[src/hdl/dkda_pkg.sv]
`timescale 1ns / 1ps
// Package for the two-key debounce and auto-repeat block.
// Holds the key phase type, result codes, register indexes and reset values.
package dkda_pkg;

  localparam int unsigned TICK_W    = 32;
  localparam int unsigned MS_W      = 16;
  localparam int unsigned CODE_W    = 2;
  localparam int unsigned REG_IDX_W = 2;
  localparam int unsigned NUM_KEYS  = 2;

  typedef logic [TICK_W-1:0] tick_t;
  typedef logic [MS_W-1:0]   ms_t;
  typedef logic [CODE_W-1:0] code_t;
  typedef logic [REG_IDX_W-1:0] reg_idx_t;

  typedef enum logic [1:0] {
    PH_IDLE    = 2'd0,
    PH_CONFIRM = 2'd1,
    PH_HELD    = 2'd2
  } phase_t;

  localparam code_t CODE_NONE = 2'd0;
  localparam code_t CODE_KEY0 = 2'd1;
  localparam code_t CODE_KEY1 = 2'd2;

  localparam reg_idx_t REG_REPEAT_ENABLE = 2'd0;
  localparam reg_idx_t REG_DEBOUNCE_MS   = 2'd1;
  localparam reg_idx_t REG_REPEAT_MS     = 2'd2;

  localparam logic RST_REPEAT_ENABLE = 1'b0;
  localparam ms_t  RST_DEBOUNCE_MS   = 16'd10;
  localparam ms_t  RST_REPEAT_MS     = 16'd200;

endpackage

[src/hdl/dkda_in_if.sv]
`timescale 1ns / 1ps
// Input channel: one scan word with two active-low key levels and a time stamp.
// Depends on dkda_pkg.
interface dkda_in_if;
  logic               valid;
  logic               ready;
  logic               key0_level;
  logic               key1_level;
  dkda_pkg::tick_t    now_tick;

  modport source (output valid, output key0_level, output key1_level, output now_tick,
                  input ready);
  modport sink   (input valid, input key0_level, input key1_level, input now_tick,
                  output ready);
endinterface

[src/hdl/dkda_out_if.sv]
`timescale 1ns / 1ps
// Result channel: one key code word per scan.
// Depends on dkda_pkg.
interface dkda_out_if;
  logic            valid;
  logic            ready;
  dkda_pkg::code_t key_code;

  modport source (output valid, output key_code, input ready);
  modport sink   (input valid, input key_code, output ready);
endinterface

[src/hdl/dkda_cfg_if.sv]
`timescale 1ns / 1ps
// Configuration write channel: register index and write data.
// Depends on dkda_pkg.
interface dkda_cfg_if;
  logic               valid;
  logic               ready;
  dkda_pkg::reg_idx_t reg_index;
  dkda_pkg::ms_t      wdata;

  modport source (output valid, output reg_index, output wdata, input ready);
  modport sink   (input valid, input reg_index, input wdata, output ready);
endinterface

[src/hdl/dual_key_debounce_autorepeat.sv]
`timescale 1ns / 1ps
// Two-key debounce with auto-repeat. A scan passes an input register, then a result
// register that holds the key code word; while the result waits, the scan stays in the
// input register. Throughput: one scan per cycle while the result channel is not stalled;
// the only loop is the per-key phase and stamp update, one subtract and compare per key.
// Reset (rst_n low, synchronous) sets both keys idle with zero stamps, empties both
// stages and loads the register defaults. Configuration words are always accepted.
module dual_key_debounce_autorepeat (
  input  logic       clk,
  input  logic       rst_n,
  dkda_in_if.sink    in_ch,
  dkda_out_if.source out_ch,
  dkda_cfg_if.sink   cfg_ch
);

  localparam int unsigned NK = dkda_pkg::NUM_KEYS;

  // Configuration registers.
  logic          repeat_enable_r;
  dkda_pkg::ms_t debounce_ms_r;
  dkda_pkg::ms_t repeat_ms_r;

  // Input register.
  logic            s1_valid_r;
  logic [NK-1:0]   s1_low_r;
  dkda_pkg::tick_t s1_now_r;

  // Key machines.
  dkda_pkg::phase_t phase_r   [NK];
  dkda_pkg::phase_t phase_nxt [NK];
  dkda_pkg::tick_t  stamp_r   [NK];
  dkda_pkg::tick_t  stamp_nxt [NK];
  logic [NK-1:0]    report;

  // Result register.
  logic            out_valid_r;
  dkda_pkg::code_t key_code_r;
  dkda_pkg::code_t key_code_nxt;

  logic s1_advance;
  logic in_fire;

  assign s1_advance   = s1_valid_r && (!out_valid_r || out_ch.ready);
  assign in_ch.ready  = !s1_valid_r || s1_advance;
  assign in_fire      = in_ch.valid && in_ch.ready;
  assign cfg_ch.ready = 1'b1;

  assign out_ch.valid    = out_valid_r;
  assign out_ch.key_code = key_code_r;

  always_ff @(posedge clk) begin
    if (!rst_n) begin
      repeat_enable_r <= dkda_pkg::RST_REPEAT_ENABLE;
      debounce_ms_r   <= dkda_pkg::RST_DEBOUNCE_MS;
      repeat_ms_r     <= dkda_pkg::RST_REPEAT_MS;
    end else if (cfg_ch.valid) begin
      case (cfg_ch.reg_index)
        dkda_pkg::REG_REPEAT_ENABLE: repeat_enable_r <= cfg_ch.wdata[0];
        dkda_pkg::REG_DEBOUNCE_MS:   debounce_ms_r   <= cfg_ch.wdata;
        dkda_pkg::REG_REPEAT_MS:     repeat_ms_r     <= cfg_ch.wdata;
        default: ;
      endcase
    end
  end

  always_ff @(posedge clk) begin
    if (!rst_n) begin
      s1_valid_r <= 1'b0;
    end else if (in_ch.ready) begin
      s1_valid_r <= in_ch.valid;
    end
  end

  always_ff @(posedge clk) begin
    if (in_fire) begin
      s1_low_r <= {!in_ch.key1_level, !in_ch.key0_level};
      s1_now_r <= in_ch.now_tick;
    end
  end

  for (genvar k = 0; k < NK; k++) begin : g_key
    dkda_pkg::tick_t elapsed;
    logic            debounce_done;
    logic            repeat_due;

    // Differences wrap modulo 2^32, as the time stamp does.
    assign elapsed       = s1_now_r - stamp_r[k];
    assign debounce_done = elapsed >= dkda_pkg::tick_t'(debounce_ms_r);
    assign repeat_due    = repeat_enable_r && (elapsed >= dkda_pkg::tick_t'(repeat_ms_r));

    // Next phase and stamp.
    always_comb begin
      phase_nxt[k] = phase_r[k];
      stamp_nxt[k] = stamp_r[k];
      case (phase_r[k])
        dkda_pkg::PH_CONFIRM: begin
          if (!s1_low_r[k]) begin
            phase_nxt[k] = dkda_pkg::PH_IDLE;
          end else if (debounce_done) begin
            phase_nxt[k] = dkda_pkg::PH_HELD;
          end
        end
        dkda_pkg::PH_HELD: begin
          if (!s1_low_r[k]) begin
            phase_nxt[k] = dkda_pkg::PH_IDLE;
          end else if (repeat_due) begin
            stamp_nxt[k] = s1_now_r;
          end
        end
        default: begin
          phase_nxt[k] = dkda_pkg::PH_IDLE;
          if (s1_low_r[k]) begin
            phase_nxt[k] = dkda_pkg::PH_CONFIRM;
            stamp_nxt[k] = s1_now_r;
          end
        end
      endcase
    end

    // Report output of the machine.
    always_comb begin
      case (phase_r[k])
        dkda_pkg::PH_CONFIRM: report[k] = s1_low_r[k] && debounce_done;
        dkda_pkg::PH_HELD:    report[k] = s1_low_r[k] && repeat_due;
        default:              report[k] = 1'b0;
      endcase
    end

    always_ff @(posedge clk) begin
      if (!rst_n) begin
        phase_r[k] <= dkda_pkg::PH_IDLE;
        stamp_r[k] <= '0;
      end else if (s1_advance) begin
        phase_r[k] <= phase_nxt[k];
        stamp_r[k] <= stamp_nxt[k];
      end
    end
  end

  // Key 1 takes priority when both keys report in the same scan.
  always_comb begin
    if (report[1]) begin
      key_code_nxt = dkda_pkg::CODE_KEY1;
    end else if (report[0]) begin
      key_code_nxt = dkda_pkg::CODE_KEY0;
    end else begin
      key_code_nxt = dkda_pkg::CODE_NONE;
    end
  end

  always_ff @(posedge clk) begin
    if (!rst_n) begin
      out_valid_r <= 1'b0;
    end else if (s1_advance) begin
      out_valid_r <= 1'b1;
    end else if (out_ch.ready) begin
      out_valid_r <= 1'b0;
    end
  end

  always_ff @(posedge clk) begin
    if (s1_advance) begin
      key_code_r <= key_code_nxt;
    end
  end

endmodule

[src/flat_wrapper.sv]
// flat-port wrapper written by rule: the top's interface ports become plain ports
module dual_key_debounce_autorepeat_flat 
  (clk, rst_n, in_ch_valid, in_ch_key0_level, in_ch_key1_level, in_ch_now_tick, in_ch_ready, out_ch_valid, out_ch_key_code, out_ch_ready, cfg_ch_valid, cfg_ch_reg_index, cfg_ch_wdata, cfg_ch_ready);
  dkda_in_if in_ch_i ();
  dkda_out_if out_ch_i ();
  dkda_cfg_if cfg_ch_i ();
  input  logic clk;
  input  logic rst_n;
  input wire logic [$bits(in_ch_i.valid)-1:0] in_ch_valid;
  input wire logic [$bits(in_ch_i.key0_level)-1:0] in_ch_key0_level;
  input wire logic [$bits(in_ch_i.key1_level)-1:0] in_ch_key1_level;
  input wire logic [$bits(in_ch_i.now_tick)-1:0] in_ch_now_tick;
  output wire logic [$bits(in_ch_i.ready)-1:0] in_ch_ready;
  output wire logic [$bits(out_ch_i.valid)-1:0] out_ch_valid;
  output wire logic [$bits(out_ch_i.key_code)-1:0] out_ch_key_code;
  input wire logic [$bits(out_ch_i.ready)-1:0] out_ch_ready;
  input wire logic [$bits(cfg_ch_i.valid)-1:0] cfg_ch_valid;
  input wire logic [$bits(cfg_ch_i.reg_index)-1:0] cfg_ch_reg_index;
  input wire logic [$bits(cfg_ch_i.wdata)-1:0] cfg_ch_wdata;
  output wire logic [$bits(cfg_ch_i.ready)-1:0] cfg_ch_ready;
  assign in_ch_i.valid = in_ch_valid;
  assign in_ch_i.key0_level = in_ch_key0_level;
  assign in_ch_i.key1_level = in_ch_key1_level;
  assign in_ch_i.now_tick = in_ch_now_tick;
  assign in_ch_ready = in_ch_i.ready;
  assign out_ch_valid = out_ch_i.valid;
  assign out_ch_key_code = out_ch_i.key_code;
  assign out_ch_i.ready = out_ch_ready;
  assign cfg_ch_i.valid = cfg_ch_valid;
  assign cfg_ch_i.reg_index = cfg_ch_reg_index;
  assign cfg_ch_i.wdata = cfg_ch_wdata;
  assign cfg_ch_ready = cfg_ch_i.ready;
  dual_key_debounce_autorepeat u_core (.clk(clk), .rst_n(rst_n), .in_ch(in_ch_i), .out_ch(out_ch_i), .cfg_ch(cfg_ch_i));
endmodule
[config.mk]
export PLATFORM = sky130hd
export DESIGN_NAME = dual_key_debounce_autorepeat_flat
export DESIGN_NICKNAME = d
export VERILOG_FILES = /design/src/hdl/dkda_pkg.sv /design/src/hdl/dkda_in_if.sv /design/src/hdl/dkda_out_if.sv /design/src/hdl/dkda_cfg_if.sv /design/src/hdl/dual_key_debounce_autorepeat.sv /design/src/flat_wrapper.sv
export SDC_FILE = /design/constraint.sdc
export NUM_CORES = 1
export LEC_CHECK = 0
export ABC_CLOCK_PERIOD_IN_PS = 5700
export BUFFER_PORTS_ARGS = -buffer_cell sky130_fd_sc_hd__buf_2
export CORE_MARGIN = 2
export CORE_UTILIZATION = 60
export CTS_BUF_LIST = sky130_fd_sc_hd__clkbuf_4 sky130_fd_sc_hd__clkbuf_8
export DETAILED_ROUTE_END_ITERATION = 6
export PLACE_DENSITY = 0.79
export SLEW_MARGIN = 30
export SYNTH_ARGS = -nofsm -noshare
export SYNTH_HDL_FRONTEND = slang
export SYNTH_SLANG_ARGS = --single-unit
export TNS_END_PERCENT = 30
[constraint.sdc]
create_clock -name clk -period 5.7 [get_ports clk]
set_input_delay 0.855 -clock clk [delete_from_list [all_inputs] [get_ports clk]]
set_output_delay 0.855 -clock clk [all_outputs]
set_load 0.005 [all_outputs]
Word-level counts from Yosys, hierarchy flattened

Memories as Yosys holds them, arrays and structs flattened.
Index checks and enable logic that the tools add are counted.

Bits in registers: 71
Memory bits (writable): 68
Memories: 2

$add $sub $neg: 2
Order comparisons: 4
Eq/ne operators: 6
Multiplexer cells: 31
Bitwise operators: 4
Reductions and logical operators: 19

Memories:

| name           | words | width | rd ports | clocked after memory_dff | wr ports | line                               | text |
|---|---|---|---|---|---|---|---|
| u_core.stamp_r | 2     | 32    | 2        | 0                        | 2        | dual_key_debounce_autorepeat.sv:31 | `dkda_pkg::tick_t stamp_r [NK];` |
| u_core.phase_r | 2     | 2     | 2        | 0                        | 2        | dual_key_debounce_autorepeat.sv:29 | `dkda_pkg::phase_t phase_r [NK];` |

Operators by type and width:

| kind                                           | number |
|---|---|
| 2-to-1 mux 32 bit                              | 8 |
| greater-or-equal comparator 32 x 16 -> 1 bit   | 4 |
| case mux 32 bit (2 select lines)               | 2 |
| subtractor 32 bit                              | 2 |
| 2-to-1 mux 2 bit                               | 8 |
| 2-to-1 mux 1 bit                               | 9 |
| logical AND 1 bit                              | 8 |
| case mux 2 bit (2 select lines)                | 2 |
| == test 2 x 1 -> 1 bit (second input constant) | 3 |
| == test 2 bit (second input constant)          | 3 |
| AND reduction 2 bit                            | 3 |
| zero test 1 bit                                | 4 |
| bitwise OR 1 bit                               | 4 |
| case mux 1 bit (2 select lines)                | 2 |
| zero test 2 bit                                | 1 |
| logical OR 1 bit                               | 2 |
| nonzero test 2 bit                             | 1 |

Longest topological paths before layout

An unclocked memory read counts as a cell.

Word-level depth: 8
Depth in mapped cells: 19

Worst setup path before layout

Ideal clock, no wire load.

Path kind: flip-flop to flip-flop
From: register u_core.s1_now_r[0] (netlist name)
To: memory u_core.stamp_r[0][0] (netlist name) (enable)
Data arrival time: 4.758 ns
Required time: 5.259 ns
Setup slack: 0.502 ns
Cell stages (with the launch flop): 17
Buffers on the path: 0
Path through: edfxtp_1 inv_1 ha_1 inv_1 fa_1 a21o_1 a22o_1 o31ai_4 o21ai_0 nand3_1 nand2_1 xor2_1 ha_1 nand4_1 nor4_1 a21oi_1 a31oi_1

RTL lines:

| element       | line |
|---|---|
| end, declared | dual_key_debounce_autorepeat.sv:31 |

Worst setup path after layout

From: register u_core.s1_now_r[0]
To: register u_core.key_code_r[0], in the netlist u_core.out_ch.key_code[0] (data pin)

RTL lines:

| element                                      | line                                | text |
|---|---|---|
| start, declared                              | dual_key_debounce_autorepeat.sv:26  | `dkda_pkg::tick_t s1_now_r;` |
| start signal, assigned                       | dual_key_debounce_autorepeat.sv:77  | `s1_now_r <= in_ch.now_tick;` |
| subtractor 32 bit (*)                        | dual_key_debounce_autorepeat.sv:87  | `assign elapsed = s1_now_r - stamp_r[k];` |
| greater-or-equal comparator 32 x 16 -> 1 bit | dual_key_debounce_autorepeat.sv:89  | `assign repeat_due = repeat_enable_r && (elapsed >= dkda_pkg::tick_t'(repeat_ms_r));` |
| logical AND 1 bit                            | dual_key_debounce_autorepeat.sv:89  |  |
| logical AND 1 bit                            | dual_key_debounce_autorepeat.sv:124 | `dkda_pkg::PH_HELD: report[k] = s1_low_r[k] && repeat_due;` |
| case mux 1 bit (2 select lines) (*)          | dual_key_debounce_autorepeat.sv:122 | `case (phase_r[k])` |
| via u_core.report[1]                         | dual_key_debounce_autorepeat.sv:33  | `logic [NK-1:0] report;` |
| end signal, assigned                         | dual_key_debounce_autorepeat.sv:163 | `key_code_r <= key_code_nxt;` |
| end, declared                                | dual_key_debounce_autorepeat.sv:37  | `dkda_pkg::code_t key_code_r;` |

The timed path passes the listed nets; every way through them passes the cells marked *.
A chain may end at the register's enable or synchronous reset.

==> run metrics <==
clk sink count roughly 140; drt wl/cell 18.1 um; Hold-fix buffers, CTS 0; Ports 62; Hold WC Path Type flop to flop; cells after synthesis 1153; Clock Tree Buf Depth 2; worst r2r src u_core.s1_now_r[0]$_DFFE_PP_; min Tclk post-route 4.73 ns; GRT Overall Usage 0.293; post-CTS setup buffers 0; Routed Antenna Nets 0; Post-Route WL 25.9 mm; Setup crit end kind flop; Slew Limit Headroom 0.426; Site Rows 47; vias per inst 6.14; Synth area leaders edfxtp_1 30%, ha_1 16%, dfxtp_1 6.8%; Setup CP Type flop to flop; Final TNS setup 0 ns; Max Cap Viol 0; Hold Path Sink u_core.repeat_ms_r[4]$_SDFFE_PN0P_; CP cell instances inv_1, ha_1, fa_1, nand2b_1, a21oi_1, nor2_1, o21ai_0, a21o_1, a21oi_1, xnor2_1, ha_1, nor2b_1, o21ai_0, a21oi_1, a2111oi_0, o21ai_0, a211oi_1, a21oi_1, a211oi_1; clock skew 0.0196 ns; proportion of layout cells with a drive suffix above 1 0.0893; synth warn 0; Design Area, Final 0.0112 mm^2; first-pass GRT wire length 41.6 mm; most used cell, CP a21oi_1; CP delay by family, top compound AO/OA/AOI/OAI gates; commonest non-fill, non-tap cell in the layout ha_1; Crit path largest cell delay 0.49 ns; Die ar. ~0.018 mm^2; HP Start u_core.repeat_ms_r[4]$_SDFFE_PN0P_; clk root buf clkbuf_8; synthesis-to-layout area growth 8.45%; Fill cells 1378; Fin. Hold Viols 0; DP HPWL between 15 and 20 mm; Unique masters post-synth 72; register bit total from synthesis 139; syn avg cell area 8.95 um^2; die height 135 um; WP data arrival 5.01 ns; Lkg Pwr between 4 and 5 nW; max-slew violation count 0; grt ovf 0; worst-path fanout max 3; cell taking the most area after synthesis edfxtp_1; antenna violations before repair 0; post-synthesis sequential area ratio 0.371; Final #Nets 1387; CTS buffer count 17; Worst VDD drop 0.164 mV; reg2reg path depth 19; Least-Margin Pin Slew around 0.84 ns; GPL Wtd Cong 0.993; Synth Cell Area between 0.01 and 0.015 mm^2; Finish-stage setup viols 0; Worst Hold Depth 2; top cell type's share of synthesized area 0.303; CTS H-tree depth 4; # DRC 0; Post-synth EDFFs ~100; TritonCTS clock tree done; r2r setup slk ~0.97 ns; pwr/cell area about 260 mW/mm^2; most frequent cells in the layout 130 x ha_1, 120 x nand2_1, 119 x inv_1; Iter 0 DRT Violations 791; Top FF cell, synth edfxtp_1; clk slew on worst S/H paths 0.08 ns; CP Launch Type flop; f_max 0.211 GHz; R2R Path End u_core.out_ch.key_code[0]$_SDFFCE_PP0P_; WP data required 5.98 ns; period utilization 0.830; status finished, final reports clean; unrepaired setup endpoints after global routing no; Core ar. 0.0167 mm^2; CTS resizes 0; crit path buf inv count 1; Multi-input gate area 0.00591 mm^2; die width 135 um; placed cell area about 0.011 mm^2; FF+latch area 0.00382 mm^2; vias in the first global route between 8000 and 9000; share of synthesized registers carrying an async set or reset 0; syn_nets 1342; starting density of the core 0.618; # port buffers 60; pin count of the biggest net entering global routing 42; First-pass DRT Iterations 6; routed vias 8784; Slowest-stage cell, CP a2111oi_0; worst skew pair latency 0.49 ns
[where the power goes]
part / switching [mW] / internal (mW)
Clock: 0.432 / 0.395
Sequential: 0.0285 / 1.14
Combinational: 0.565 / 0.367
Total: 1.03 / 1.91
[stage by stage]
step           hold slack (ns)  total power [mW]  instances  setup slack [ns]  utilization
6_report                 0.456              2.93       1431             0.970        0.670
2_1_floorplan            0.436              1.85       1153             0.502            -
3_3_place_gp             0.444              2.08       1399              1.28        0.646
5_1_grt                  0.481              3.08       1430             0.559        0.670
4_1_cts                  0.458              2.91       1430              1.15        0.670
3_5_place_dp             0.447              2.09       1399              1.20        0.646
[logic make-up (layout without fill, tap and decap cells)]
| group | after synthesis | count (layout) | share of synthesized area |
|---|---|---|---|
| AND/OR/NAND/NOR | 360 | 360 | 0.174 |
| AO/OA/AOI/OAI | 316 | 316 | 0.195 |
| buffers and inverters | 158 | 215 | 0.0579 |
| flip-flops | 139 | 139 | 0.371 |
| adder cells (fa/ha/maj) | 132 | 132 | 0.162 |
| XOR/XNOR | 42 | 42 | 0.0357 |
| multiplexers | 5 | 5 | 0.00497 |
| other | 1 | 2 | 0.000364 |
[sequential cells by signal (all words and copies together), names as in the netlist, 2 cells and up]
register                flops
u_core.out_ch.key_code      2
u_core.s1_low_r             2
u_core.stamp_r             64
u_core.phase_r              4
u_core.debounce_ms_r       16
u_core.repeat_ms_r         16
u_core.s1_now_r            32
[synthesized netlist by cell type (19+ instances only)]
| library cell | number |
|---|---|
| nor2_1 | 64 |
| a211oi_1 | 19 |
| nand2_1 | 120 |
| and3_1 | 42 |
| ha_1 | 130 |
| a21o_1 | 28 |
| o21ai_0 | 57 |
| nor3_1 | 20 |
| clkbuf_1 | 35 |
| dfxtp_1 | 35 |
| xnor2_1 | 28 |
| a21oi_1 | 108 |
| edfxtp_1 | 104 |
| nand4_1 | 24 |
| inv_1 | 119 |
[layout make-up]
type | instances | area share
antenna | 1 | 0.000224
clock buffer | 17 | 0.0209
clock inverter | 14 | 0.0142
inverter | 120 | 0.0403
multi-input combinational | 856 | 0.528
sequential | 139 | 0.342
tap | 220 | 0.0246
timing repair buffer | 64 | 0.0295
[worst reg2reg max path, delay by kind of cell, from the launching register on]
kind / cells / cell delay, ns
AO/OA/AOI/OAI: 11 / 2.55
adder cells (fa/ha/maj): 3 / 0.92
AND/OR/NAND/NOR: 3 / 0.44
flip-flops: 1 / 0.32
XOR/XNOR: 1 / 0.23
buffers and inverters: 1 / 0.06
[how the worst max path moves through the flow]
| stage | startpoint | endpoint | slack [ns] | cells after the start |
|---|---|---|---|---|
| 2_1_floorplan | u_core.s1_now_r[0]$_DFFE_PP_ | u_core.stamp_r[0][0]$_SDFFCE_PN0P_ | 0.50 | 16 |
| 3_3_place_gp | u_core.s1_now_r[0]$_DFFE_PP_ | u_core.stamp_r[0][23]$_SDFFCE_PN0P_ | 1.28 | 15 |
| 3_5_place_dp | u_core.s1_now_r[0]$_DFFE_PP_ | u_core.stamp_r[0][26]$_SDFFCE_PN0P_ | 1.20 | 15 |
| 4_1_cts | u_core.s1_now_r[0]$_DFFE_PP_ | u_core.stamp_r[1][18]$_SDFFCE_PN0P_ | 1.15 | 18 |
| 5_1_grt | u_core.s1_now_r[0]$_DFFE_PP_ | u_core.out_ch.key_code[0]$_SDFFCE_PP0P_ | 0.56 | 19 |
| 6_report | u_core.s1_now_r[0]$_DFFE_PP_ | u_core.out_ch.key_code[0]$_SDFFCE_PP0P_ | 0.97 | 19 |
[metal layers]
metal  track usage  wire [um]  up-vias
met1         0.412      11600     4107
met5             0          0        -
met2         0.464      11800      350
met3        0.0597       2050       29
met4        0.0799        387        0
li1              -          -     4298
Note: power is estimated with default switching activity, not from simulation.
